## src/design/cbm_pkg.sv

```systemverilog
// Shared types and constants for the cartridge bank mapper.
// Used by cbm_decode and cartridge_bank_mapper; depends on nothing else.
package cbm_pkg;

    // Result kinds
    typedef enum logic [2:0] {
        KIND_ROM_READ  = 3'd0,
        KIND_RAM_READ  = 3'd1,
        KIND_RAM_WRITE = 3'd2,
        KIND_OPEN      = 3'd3,
        KIND_REG       = 3'd4,
        KIND_SYSTEM    = 3'd5
    } kind_t;

    // Configuration register indexes (paddr[3:2])
    localparam logic [1:0] REG_MAPPER_PRESENT = 2'd0;
    localparam logic [1:0] REG_ROM_BANK_COUNT = 2'd1;
    localparam logic [1:0] REG_RAM_BANK_COUNT = 2'd2;

    localparam int PADDR_W = 4;
    localparam int PDATA_W = 32;
    localparam int PHYS_W  = 21;

    localparam logic [7:0] OPEN_BUS_BYTE = 8'hFF;
    localparam logic [3:0] RAM_ENABLE_KEY = 4'hA;

    typedef struct packed {
        logic        action;
        logic [15:0] address;
        logic [7:0]  write_data;
    } req_item_t;

    typedef struct packed {
        kind_t       kind;
        logic [20:0] mem_address;
        logic [7:0]  mem_data;
    } rsp_item_t;

    typedef struct packed {
        logic       mapper_present;
        logic [7:0] rom_bank_count;
        logic [2:0] ram_bank_count;
    } cfg_t;

    typedef struct packed {
        logic       ram_enabled;
        logic [4:0] low_rom_bank;
        logic [1:0] upper_bank_bits;
        logic       advanced_mode;
    } map_state_t;

endpackage

```

## src/design/cbm_decode.sv

```systemverilog
// Address decode and bank mapping for one bus access, plus next mapper state.
// Depends on cbm_pkg.
module cbm_decode #(
    parameter int ROM_ADDRESS_BITS = 21
) (
    input  cbm_pkg::req_item_t  item,
    input  cbm_pkg::cfg_t       cfg,
    input  cbm_pkg::map_state_t state,
    output cbm_pkg::rsp_item_t  result,
    output cbm_pkg::map_state_t state_next
);

    logic [21:0] size_mask;
    logic [21:0] bus_mask;
    logic [20:0] rom_mask;
    logic [20:0] addr_ext;
    logic [20:0] rom_phys;
    logic [20:0] ram_phys;
    logic [7:0]  count_m1;
    logic [4:0]  bank_sel;
    logic        ram_access_ok;

    // Size mask wraps to all ones for a zero bank count
    assign size_mask = {cfg.rom_bank_count, 14'd0} - 22'd1;
    assign bus_mask  = (22'd1 << ROM_ADDRESS_BITS) - 22'd1;
    assign rom_mask  = size_mask[20:0] & bus_mask[20:0];
    assign addr_ext  = {5'd0, item.address};
    assign count_m1  = cfg.rom_bank_count - 8'd1;
    assign bank_sel  = item.write_data[4:0] & count_m1[4:0];
    assign ram_access_ok = state.ram_enabled && (cfg.ram_bank_count != 3'd0);

    always_comb
    begin
        if (!cfg.mapper_present)
        begin
            rom_phys = addr_ext;
        end
        else if (!item.address[14])
        begin
            rom_phys = {state.advanced_mode ? state.upper_bank_bits : 2'd0,
                        5'd0, item.address[13:0]};
        end
        else
        begin
            rom_phys = {state.upper_bank_bits, state.low_rom_bank, item.address[13:0]};
        end
    end

    always_comb
    begin
        ram_phys = {8'd0, item.address[12:0]};
        if (state.advanced_mode && cfg.ram_bank_count[2])
        begin
            ram_phys[14:13] = state.upper_bank_bits;
        end
    end

    always_comb
    begin
        state_next = state;
        result.kind        = cbm_pkg::KIND_SYSTEM;
        result.mem_address = addr_ext;
        result.mem_data    = item.action ? item.write_data : 8'd0;

        if (!item.address[15])
        begin
            if (!cfg.mapper_present && item.action)
            begin
                result.kind     = cbm_pkg::KIND_OPEN;
                result.mem_data = 8'd0;
            end
            else if (item.action)
            begin
                result.kind = cbm_pkg::KIND_REG;
                case (item.address[14:13])
                    2'd0:
                    begin
                        state_next.ram_enabled =
                            (item.write_data[3:0] == cbm_pkg::RAM_ENABLE_KEY);
                    end
                    2'd1:
                    begin
                        state_next.low_rom_bank = (bank_sel == 5'd0) ? 5'd1 : bank_sel;
                    end
                    2'd2:
                    begin
                        state_next.upper_bank_bits = item.write_data[1:0];
                    end
                    default:
                    begin
                        state_next.advanced_mode = item.write_data[0];
                    end
                endcase
            end
            else
            begin
                result.kind        = cbm_pkg::KIND_ROM_READ;
                result.mem_address = rom_phys & rom_mask;
                result.mem_data    = 8'd0;
            end
        end
        else if (item.address[15:13] == 3'b101)
        begin
            if (!ram_access_ok)
            begin
                result.kind     = cbm_pkg::KIND_OPEN;
                result.mem_data = item.action ? 8'd0 : cbm_pkg::OPEN_BUS_BYTE;
            end
            else if (item.action)
            begin
                result.kind        = cbm_pkg::KIND_RAM_WRITE;
                result.mem_address = ram_phys;
            end
            else
            begin
                result.kind        = cbm_pkg::KIND_RAM_READ;
                result.mem_address = ram_phys;
            end
        end
    end

endmodule

```

## src/design/cartridge_bank_mapper.sv

```systemverilog
// Top level of the cartridge bank mapper: config port, mapper state, output skid.
// Depends on cbm_pkg and cbm_decode.
//
//   channel  | direction | handshake          | payload
//   req      | in        | req_valid/req_stall | cbm_pkg::req_item_t
//   rsp      | out       | rsp_valid/rsp_stall | cbm_pkg::rsp_item_t
//   apb      | in/out    | psel/penable/pready | paddr, pwdata, prdata
//
// One item per cycle while req_stall is low. The mapping is one decode pass from
// the accepted item into out_reg, or into skid_reg while rsp is stalled.
// A second result register absorbs one item while rsp is stalled; req_stall is
// high only while that register holds an item.
// Reset restores config and mapper registers and empties both result registers.
module cartridge_bank_mapper #(
    parameter int ROM_ADDRESS_BITS = 21
) (
    input  logic                          clk,
    input  logic                          rst_n,
    input  logic                          req_valid,
    output logic                          req_stall,
    input  cbm_pkg::req_item_t            req,
    output logic                          rsp_valid,
    input  logic                          rsp_stall,
    output cbm_pkg::rsp_item_t            rsp,
    input  logic                          psel,
    input  logic                          penable,
    input  logic                          pwrite,
    input  logic [cbm_pkg::PADDR_W-1:0]   paddr,
    input  logic [cbm_pkg::PDATA_W-1:0]   pwdata,
    output logic [cbm_pkg::PDATA_W-1:0]   prdata,
    output logic                          pready
);

    cbm_pkg::cfg_t       cfg_reg;
    cbm_pkg::map_state_t state_reg;
    cbm_pkg::map_state_t state_next;
    cbm_pkg::rsp_item_t  result;
    cbm_pkg::rsp_item_t  out_reg;
    cbm_pkg::rsp_item_t  skid_reg;
    logic                out_valid_reg;
    logic                skid_valid_reg;
    logic                accept;
    logic                out_free;
    logic                cfg_write;

    assign pready    = 1'b1;
    assign cfg_write = psel && penable && pwrite && pready;
    assign req_stall = skid_valid_reg;
    assign accept    = req_valid && !skid_valid_reg;
    assign out_free  = !out_valid_reg || !rsp_stall;
    assign rsp_valid = out_valid_reg;
    assign rsp       = out_reg;

    cbm_decode #(
        .ROM_ADDRESS_BITS(ROM_ADDRESS_BITS)
    ) u_decode (
        .item       (req),
        .cfg        (cfg_reg),
        .state      (state_reg),
        .result     (result),
        .state_next (state_next)
    );

    always_ff @(posedge clk or negedge rst_n)
    begin
        if (!rst_n)
        begin
            cfg_reg.mapper_present <= 1'b1;
            cfg_reg.rom_bank_count <= 8'd2;
            cfg_reg.ram_bank_count <= 3'd0;
        end
        else if (cfg_write)
        begin
            case (paddr[3:2])
                cbm_pkg::REG_MAPPER_PRESENT: cfg_reg.mapper_present <= pwdata[0];
                cbm_pkg::REG_ROM_BANK_COUNT: cfg_reg.rom_bank_count <= pwdata[7:0];
                cbm_pkg::REG_RAM_BANK_COUNT: cfg_reg.ram_bank_count <= pwdata[2:0];
                default: ;
            endcase
        end
    end

    always_comb
    begin
        case (paddr[3:2])
            cbm_pkg::REG_MAPPER_PRESENT: prdata = {31'd0, cfg_reg.mapper_present};
            cbm_pkg::REG_ROM_BANK_COUNT: prdata = {24'd0, cfg_reg.rom_bank_count};
            cbm_pkg::REG_RAM_BANK_COUNT: prdata = {29'd0, cfg_reg.ram_bank_count};
            default:                     prdata = '0;
        endcase
    end

    always_ff @(posedge clk or negedge rst_n)
    begin
        if (!rst_n)
        begin
            state_reg.ram_enabled     <= 1'b0;
            state_reg.low_rom_bank    <= 5'd1;
            state_reg.upper_bank_bits <= 2'd0;
            state_reg.advanced_mode   <= 1'b0;
        end
        else if (accept)
        begin
            state_reg <= state_next;
        end
    end

    // Result registers: out_reg drives rsp, skid_reg holds one item during a stall
    always_ff @(posedge clk or negedge rst_n)
    begin
        if (!rst_n)
        begin
            out_valid_reg  <= 1'b0;
            skid_valid_reg <= 1'b0;
        end
        else if (out_free)
        begin
            out_valid_reg  <= skid_valid_reg || accept;
            skid_valid_reg <= 1'b0;
        end
        else if (accept)
        begin
            skid_valid_reg <= 1'b1;
        end
    end

    always_ff @(posedge clk)
    begin
        if (out_free)
        begin
            out_reg <= skid_valid_reg ? skid_reg : result;
        end
        if (!out_free && accept)
        begin
            skid_reg <= result;
        end
    end

`ifndef SYNTH
    a_low_bank_nonzero: assert property (@(posedge clk) disable iff (!rst_n)
        state_reg.low_rom_bank != 5'd0)
        else $error("low ROM bank register holds zero");

    a_skid_needs_out: assert property (@(posedge clk) disable iff (!rst_n)
        skid_valid_reg |-> out_valid_reg)
        else $error("skid register full while output register empty");

    a_accept_shows: assert property (@(posedge clk) disable iff (!rst_n)
        (req_valid && !req_stall) |=> rsp_valid)
        else $error("accepted item produced no result");

    a_stall_keeps_skid: assert property (@(posedge clk) disable iff (!rst_n)
        (skid_valid_reg && rsp_stall) |=> (skid_valid_reg && $stable(skid_reg)))
        else $error("skid item lost during output stall");
`endif

endmodule
```

## config.mk

```make
export PLATFORM = sky130hd
export DESIGN_NAME = cartridge_bank_mapper
export DESIGN_NICKNAME = d
export VERILOG_FILES = /design/src/design/cbm_pkg.sv /design/src/design/cbm_decode.sv /design/src/design/cartridge_bank_mapper.sv
export SDC_FILE = /design/constraint.sdc
export NUM_CORES = 1
export LEC_CHECK = 0
export BUFFER_PORTS_ARGS = -buffer_cell sky130_fd_sc_hd__buf_4
export CAP_MARGIN = 0
export CORE_UTILIZATION = 49
export CTS_BUF_LIST = sky130_fd_sc_hd__clkbuf_8 sky130_fd_sc_hd__clkbuf_16
export DETAILED_ROUTE_END_ITERATION = 8
export GPL_TIMING_DRIVEN = 0
export MAX_ROUTING_LAYER = met4
export PLACE_DENSITY = 0.79
export SLEW_MARGIN = 20
export SYNTH_ARGS = -nofsm -noshare
export SYNTH_HDL_FRONTEND = slang
export SYNTH_SLANG_ARGS = --single-unit
```

## constraint.sdc

```tcl
create_clock -name clk -period 5.7 [get_ports clk]
set_input_delay 0.855 -clock clk [delete_from_list [all_inputs] [get_ports clk]]
set_output_delay 0.855 -clock clk [all_outputs]
set_load 0.02 [all_outputs]
```

* Word-level counts from Yosys, hierarchy flattened
Index checks and enable logic that the tools add are counted.
** Cells by class
- Add/sub/neg operators :: 2
- Multiply operators :: 0
- Divide/modulo/power cells :: 0
- $lt $le $gt $ge :: 0
- Equal/unequal tests :: 6
- Shift-type cells :: 0
- Multiplexer cells :: 22
- Bitwise operators :: 5
- Reductions and logical operators :: 27
** Operators with widths (count)
- 2-to-1 mux 32 bit :: 3
- 2-to-1 mux 21 bit :: 4
- 2-to-1 mux 8 bit :: 4
- 2-to-1 mux 29 bit :: 1
- one-hot mux 8 bit (3 select lines) :: 1
- 2-to-1 mux 23 bit :: 1
- bitwise AND 21 bit :: 1
- subtractor 21 x 1 -> 21 bit (second input constant) :: 1
- AND reduction 5 bit :: 4
- logical AND 1 bit :: 7
- 2-to-1 mux 2 bit :: 3
- 2-to-1 mux 3 bit :: 2
- AND reduction 2 bit :: 3
- bitwise AND 5 bit :: 1
- zero test 1 bit :: 5
- zero test 5 bit :: 1
- 2-to-1 mux 5 bit :: 1
- subtractor 5 x 1 -> 5 bit (second input constant) :: 1
- equality test 2 x 1 -> 1 bit (second input constant) :: 2
- equality test 2 bit (second input constant) :: 2
- equality test 4 bit (second input constant) :: 1
- zero test 2 bit :: 2
- equality test 3 bit (second input constant) :: 1
- inverter 1 bit :: 3
- 5 further kinds :: 7
** Storage, ports and cells
- Register bits after elaboration :: 87
- Latch bits :: 0
- Memory bits (writable) :: 0
- ROM bits :: 0
- Input bits :: 68
- Output and inout port bits :: 67
- Logic and storage cells :: 77
- Memories kept :: 0

* Logic depth before layout (Yosys ltp)
- Depth in word-level cells :: 8
- Depth in mapped cells :: 6
- Depth with buffers taken out :: 6

* Modules after synthesis
From an unflattened synthesis, not the netlist that was laid out.
** Second synthesis, totals
- Cell total of the unflattened synthesis :: 300
- Area total of the unflattened synthesis :: 4246.6 µm²
** By module, submodules not included
- cartridge_bank_mapper :: instances 1, cells an instance 194, area an instance 3472.1 µm², sequential area each 2501.1 µm²
- cbm_decode :: instances 1, cells an instance 106, area an instance 774.5 µm², sequential area each 0.0 µm²

* Worst setup path after synthesis
OpenSTA, ideal clock, no wires.
- Kind :: input -> register
- Start point :: in rsp_stall
- End point :: reg skid_reg[0] in the netlist's numbering, enable pin
- Setup time :: 0.425 ns
- Data arrival time :: 3.141 ns
- Data required time :: 5.275 ns
- Path slack :: 2.134 ns
- Stages :: 2
- Path buffers :: 0
- Cell sequence :: nand2_1 nor2b_1
** Between the ends
- Cells in the longest elaborated chain, start to end :: 4
** RTL lines
- start, declared :: line cartridge_bank_mapper.sv:23 : input logic rsp_stall,
- zero test 1 bit :: line cartridge_bank_mapper.sv:50 : assign out_free = !out_valid_reg || !rsp_stall;
- logical OR 1 bit :: line cartridge_bank_mapper.sv:50
- zero test 1 bit :: line cartridge_bank_mapper.sv:133 : if (!out_free && accept)
- logical AND 1 bit :: line cartridge_bank_mapper.sv:133
- end signal, assigned :: line cartridge_bank_mapper.sv:135 : skid_reg <= result;
- end, declared :: line cartridge_bank_mapper.sv:39 : cbm_pkg::rsp_item_t skid_reg;
Every way passes these cells.
A chain may end at the register's enable or synchronous reset.

* Worst setup path in the final report
- Start point :: in paddr[3] in the netlist's numbering
- End point :: out prdata[2] in the netlist's numbering
** Between the ends
- Cells in the longest elaborated chain, start to end :: 2
- Elaborated cells on any way between the ends :: 4
- Classes of those cells :: eq/ne: 2; mux: 1; reduce/logical: 1
** RTL lines
- start, declared :: line cartridge_bank_mapper.sv:28 : input logic [cbm_pkg::PADDR_W-1:0] paddr,
- equality test 2 bit (tied with other cells) :: line cartridge_bank_mapper.sv:85 : case (paddr[3:2])
- one-hot mux 8 bit (3 select lines) * :: line cartridge_bank_mapper.sv:85
- end, declared :: line cartridge_bank_mapper.sv:30 : output logic [cbm_pkg::PDATA_W-1:0] prdata,
Mark *: on every way between the ends. The rest lies on a longest branch, timed or not.

==> impl.org <==
** Timing
- Final period utilization :: around 46%
- Across the routed clock network, the largest skew measured is about 0.012 ns.
- Post-layout worst setup margin :: 3.11 ns
- Setup violators final :: 0
- The worst pin sits at a relative slew slack of between 50% and 60%.
- Total negative slack for setup checks :: 0 ns
- Setup repair after global routing left no endpoint under its margin.
- Static timing analysis puts the maximum clock frequency at a little under 400 MHz.
- Number of max-slew violations in the final report :: 0
- The number of endpoints with negative hold slack in the final report came to 0.
- For the finished layout, the period the worst path requires is ~2.6 ns.
- At the pin with the least slew margin, the transition time is roughly 0.65 ns.

** Layout
- Share of cells above drive strength 1 :: between 40% and 50%
- Area overhead of the layout relative to synthesis :: 27.3%
- Once layout is complete, the utilization of the core stands at about two thirds.
- The number of antenna diodes in the final layout is 0.
- Fin nets :: between 400 and 500

** Route
- Detailed router's first-iteration violation count :: 110
- After detailed routing, the number of vias per cell comes to roughly 5.1.
- In the final routed layout, each cell accounts on average for between 15 and 20 um.
- Antenna viol nets, final :: 0
- Number of remaining DRC errors :: 0
- After detailed routing, the total wire length is ~7.8 mm.
- Via count :: approximately 2600
- Detailed Routing Iterations Pass 1 :: 4

** Setup path
- By instance count, the cell type seen most on the critical path is sky130_fd_sc_hd__buf_4.
- The critical path is of the in2out type.
- Data on the critical path arrives at its endpoint at ~1.7 ns.
- CP bufs+invs :: 2
- At the worst endpoint, the required time is 4.85 ns.
- Critical-path top delay cell :: sky130_fd_sc_hd__nor2b_1
- The critical path goes through buf_4 -> nor2b_1 -> a22o_1 -> buf_4.
- Family with the most delay on the worst path :: simple AND/OR/NAND/NOR gates
- The worst setup path is launched from an input port.
- Crit end category :: primary output
- Of all nets on the critical path, the largest fanout is 8.
- On the worst path, the slowest cell contributes a delay of about 0.37 ns.

** Power
- In this run the power spent charging and discharging nets is ~430 uW.
- Cell Int Power :: about 1.1 mW
- Fraction of power spent switching nets :: 28.2%
- Leakage power summed over all cells :: 2.22 nW
- In this run, the clock network consumes approximately 28% of the power.
- Sequential cells burn a little over 50% of the power.
- Cell Pwr Density :: 303 nW/um^2
- Per report_power, the combinational group accounts for 19.8% of the total.
- Across the VDD grid, the largest voltage drop is around 0.18 mV.

** Logic synthesis
- Per-instance average area after synthesis :: about 14 um^2
- In this run the cell area of the synthesized design comes to approximately 4000 um^2.
- Sequential fraction of the synthesis area :: between 60% and 70%
- After synthesis, the share of flip-flops with an asynchronous set or reset is about a quarter.
- Among all flip-flop cells after synthesis, the most frequent one is sky130_fd_sc_hd__edfxtp_1.
- Seq cells post-synth :: 87
- Yosys cell types :: 50
- Synthesized instance count :: between 200 and 300
- For this run, the number of Yosys warnings is 0.
- The synthesized design contains 64 enable-type register cells.

** Flow run
- Max-cap violations in this run came to 0.

** Floorplan
- In this run the standard cell core region covers 7810 um^2.
- Die area :: about 8500 um^2
- Initial core utilization :: between 50% and 60%
- Measured along the y axis, the die boundary spans ~92 um.
- The initialized floorplan defines 32 standard-cell rows.
- Number of top-level pins :: 135
- Horizontal die dimension :: roughly 92 um

** Global route
- Entering global routing, the biggest net connects 32 pins.
- Wire length of the first global-routing pass :: approximately 13 mm
- Total gr overflow :: 0
- Vias in the first global route :: roughly 2500
- Antenna violations before repair :: 0
- GRT Total Usage :: between 20% and 30%

** Place
- The count of buffers added on input and output ports is 83.
- OpenSTA, run right after detailed placement, puts the worst setup slack at between 3 and 4 ns.
- Summed over all nets, the half-perimeter wirelength after detailed placement is 5.63 mm.
- The congestion estimate from routability-driven global placement came to roughly 0.85.

** Clocking
- In this run, post-CTS repair resized a total of 0 instances.
- TritonCTS built the clock tree.
- After clock tree synthesis, the clock-pin slew on the worst setup and hold paths is roughly 0.09 ns.
- The number of setup buffers added after CTS is 0.
- Root Buffer Master :: sky130_fd_sc_hd__clkbuf_8
- The clock passes through at most 2 buffers.
- The H-tree generated during clock tree synthesis spans 3 levels.
- Total CTS buffers :: 9
- In this run, post-CTS hold repair placed 0 buffers.
- Counting every sink on the clock net gives between 80 and 90.
- Worst-skew pair later-pin latency :: 0.36 ns

** Hold path
- The worst hold path belongs to the class in2async.

** Run status
- Status :: finished, final reports clean
==> layout by cell type (no fill, tap or decap), types with 2 or more instances in the layout <==
master,netlist,layout
sky130_fd_sc_hd__inv_1,7,7
sky130_fd_sc_hd__dfrtp_1,20,20
sky130_fd_sc_hd__clkbuf_1,2,2
sky130_fd_sc_hd__o21ai_0,11,11
sky130_fd_sc_hd__inv_6,0,3
sky130_fd_sc_hd__clkinv_4,0,2
sky130_fd_sc_hd__a21oi_1,4,4
sky130_fd_sc_hd__nor3b_1,2,2
sky130_fd_sc_hd__o41ai_1,2,2
sky130_fd_sc_hd__nor3b_2,2,2
sky130_fd_sc_hd__and2_1,5,5
sky130_fd_sc_hd__nor2_1,3,3
sky130_fd_sc_hd__and3_1,3,3
sky130_fd_sc_hd__a22o_1,2,2
sky130_fd_sc_hd__a21o_1,8,8
sky130_fd_sc_hd__conb_1,2,25
sky130_fd_sc_hd__edfxtp_1,64,64
sky130_fd_sc_hd__buf_2,4,4
sky130_fd_sc_hd__nor2b_4,1,2
sky130_fd_sc_hd__o31a_1,3,3
sky130_fd_sc_hd__nand3b_1,2,2
sky130_fd_sc_hd__clkbuf_8,0,9
sky130_fd_sc_hd__mux2_2,45,45
sky130_fd_sc_hd__buf_4,25,108
sky130_fd_sc_hd__nand2b_1,3,3
sky130_fd_sc_hd__nand2_1,14,13
sky130_fd_sc_hd__nor3_1,5,5
sky130_fd_sc_hd__xor2_1,4,4
sky130_fd_sc_hd__dfstp_2,3,3
sky130_fd_sc_hd__buf_12,0,2
sky130_fd_sc_hd__nor2b_1,6,5
sky130_fd_sc_hd__nand3_1,5,5
==> final cells by class <==
cell class / instances / area [um^2]
Sequential cell: 87 / 2500
Multi-Input combinational cell: 175 / 1330
Tap cell: 102 / 128
Clock buffer: 9 / 124
Inverter: 7 / 26.3
Clock inverter: 7 / 77.6
Buffer: 33 / 230
Timing Repair Buffer: 85 / 663
Fill cell: 593 / 2730
==> power groups by stage <==
stage	Combinational, mW	Clock, mW	Sequential [mW]
2_1_floorplan	0.162	0	0.832
3_3_place_gp	0.292	0	0.810
3_5_place_dp	0.305	0	0.812
4_1_cts	0.307	0.446	0.798
5_1_grt	0.332	0.469	0.806
6_report	0.305	0.437	0.798
==> stage by stage <==
| stage | total power [mW] | hold slack (ns) | instance area [um^2] | instances |
|---|---|---|---|---|
| after CTS | 1.55 | 0.376 | 5080 | 505 |
| after detailed placement | 1.12 | 0.463 | 4880 | 489 |
| after floorplan | 0.994 | 0.442 | 4080 | 302 |
| after global placement | 1.10 | 0.455 | 4830 | 487 |
| after global routing | 1.61 | 0.390 | 5080 | 505 |
| final | 1.54 | 0.379 | 5080 | 505 |
==> worst register-to-register path, cell delays in order (launching register included) <==
cell	delay, ns
sky130_fd_sc_hd__dfrtp_1	0.37
sky130_fd_sc_hd__clkbuf_1	0.43
sky130_fd_sc_hd__buf_1	0.49
sky130_fd_sc_hd__mux2_2	0.40
==> per-layer routing <==
| layer | share of wire, % | wire, um | vias up | global-route usage (%) |
|---|---|---|---|---|
| met5 | 0 | 0 | - | - |
| met4 | 0.87 | 68 | 0 | 7.03 |
| met3 | 6.0 | 471 | 7 | 3.73 |
| li1 | - | - | 1230 | - |
| met2 | 49 | 3810 | 97 | 31.1 |
| met1 | 44 | 3470 | 1226 | 26.9 |
==> Yosys cell counts, types with 2 or more instances <==
cell                       instances  share of area, %
sky130_fd_sc_hd__and2_1            5              0.78
sky130_fd_sc_hd__xor2_1            4              0.88
sky130_fd_sc_hd__nand3_1           5              0.63
sky130_fd_sc_hd__nand2b_1          3              0.47
sky130_fd_sc_hd__o31a_1            3              0.66
sky130_fd_sc_hd__mux2_2           45                13
sky130_fd_sc_hd__dfstp_2           3               2.0
sky130_fd_sc_hd__nor2b_1           6              0.94
sky130_fd_sc_hd__nand2_1          14               1.3
sky130_fd_sc_hd__nand3b_1          2              0.38
sky130_fd_sc_hd__clkbuf_1          2              0.19
sky130_fd_sc_hd__buf_4            25               4.7
sky130_fd_sc_hd__o41ai_1           2              0.44
sky130_fd_sc_hd__o21ai_0          11               1.4
sky130_fd_sc_hd__nor2_1            3              0.28
sky130_fd_sc_hd__conb_1            2              0.19
sky130_fd_sc_hd__nor3b_1           2              0.38
sky130_fd_sc_hd__dfrtp_1          20                13
sky130_fd_sc_hd__nor3b_2           2              0.63
sky130_fd_sc_hd__nor3_1            5              0.63
sky130_fd_sc_hd__a21o_1            8               1.5
sky130_fd_sc_hd__inv_1             7              0.66
sky130_fd_sc_hd__and3_1            3              0.47
sky130_fd_sc_hd__edfxtp_1         64                48
sky130_fd_sc_hd__a22o_1            2              0.44
sky130_fd_sc_hd__a21oi_1           4              0.50
sky130_fd_sc_hd__buf_2             4              0.50
==> cell families after synthesis <==
group | count (synthesis) | synth area share, %
DFF | 87 | 62.7
and+or+nand+nor | 60 | 9.28
muxes | 46 | 13.0
buffers and inverters | 40 | 6.43
AOI/OAI and AO/OA | 39 | 7.25
xor gates and xnor gates | 4 | 0.878
other | 2 | 0.188
adders and majority gates | 1 | 0.314
==> path summary, 6_finish.rpt <==
kind | startpoint | end | slack [ns] | cells past startpoint
max in group asynchronous | rst_n | state_reg[3] | 5.03 | 1
hold / removal | rst_n | rsp_valid | 0.38 | 1
setup / recovery | paddr[3] | prdata[2] | 3.11 | 4
min in group clk | state_reg[5] | state_reg[5] | 0.48 | 2
hold reg to reg | state_reg[5] | state_reg[5] | 0.48 | 2
setup reg to reg | req_stall | rsp[29] | 3.78 | 3
Power figures use the tool's default switching activity.
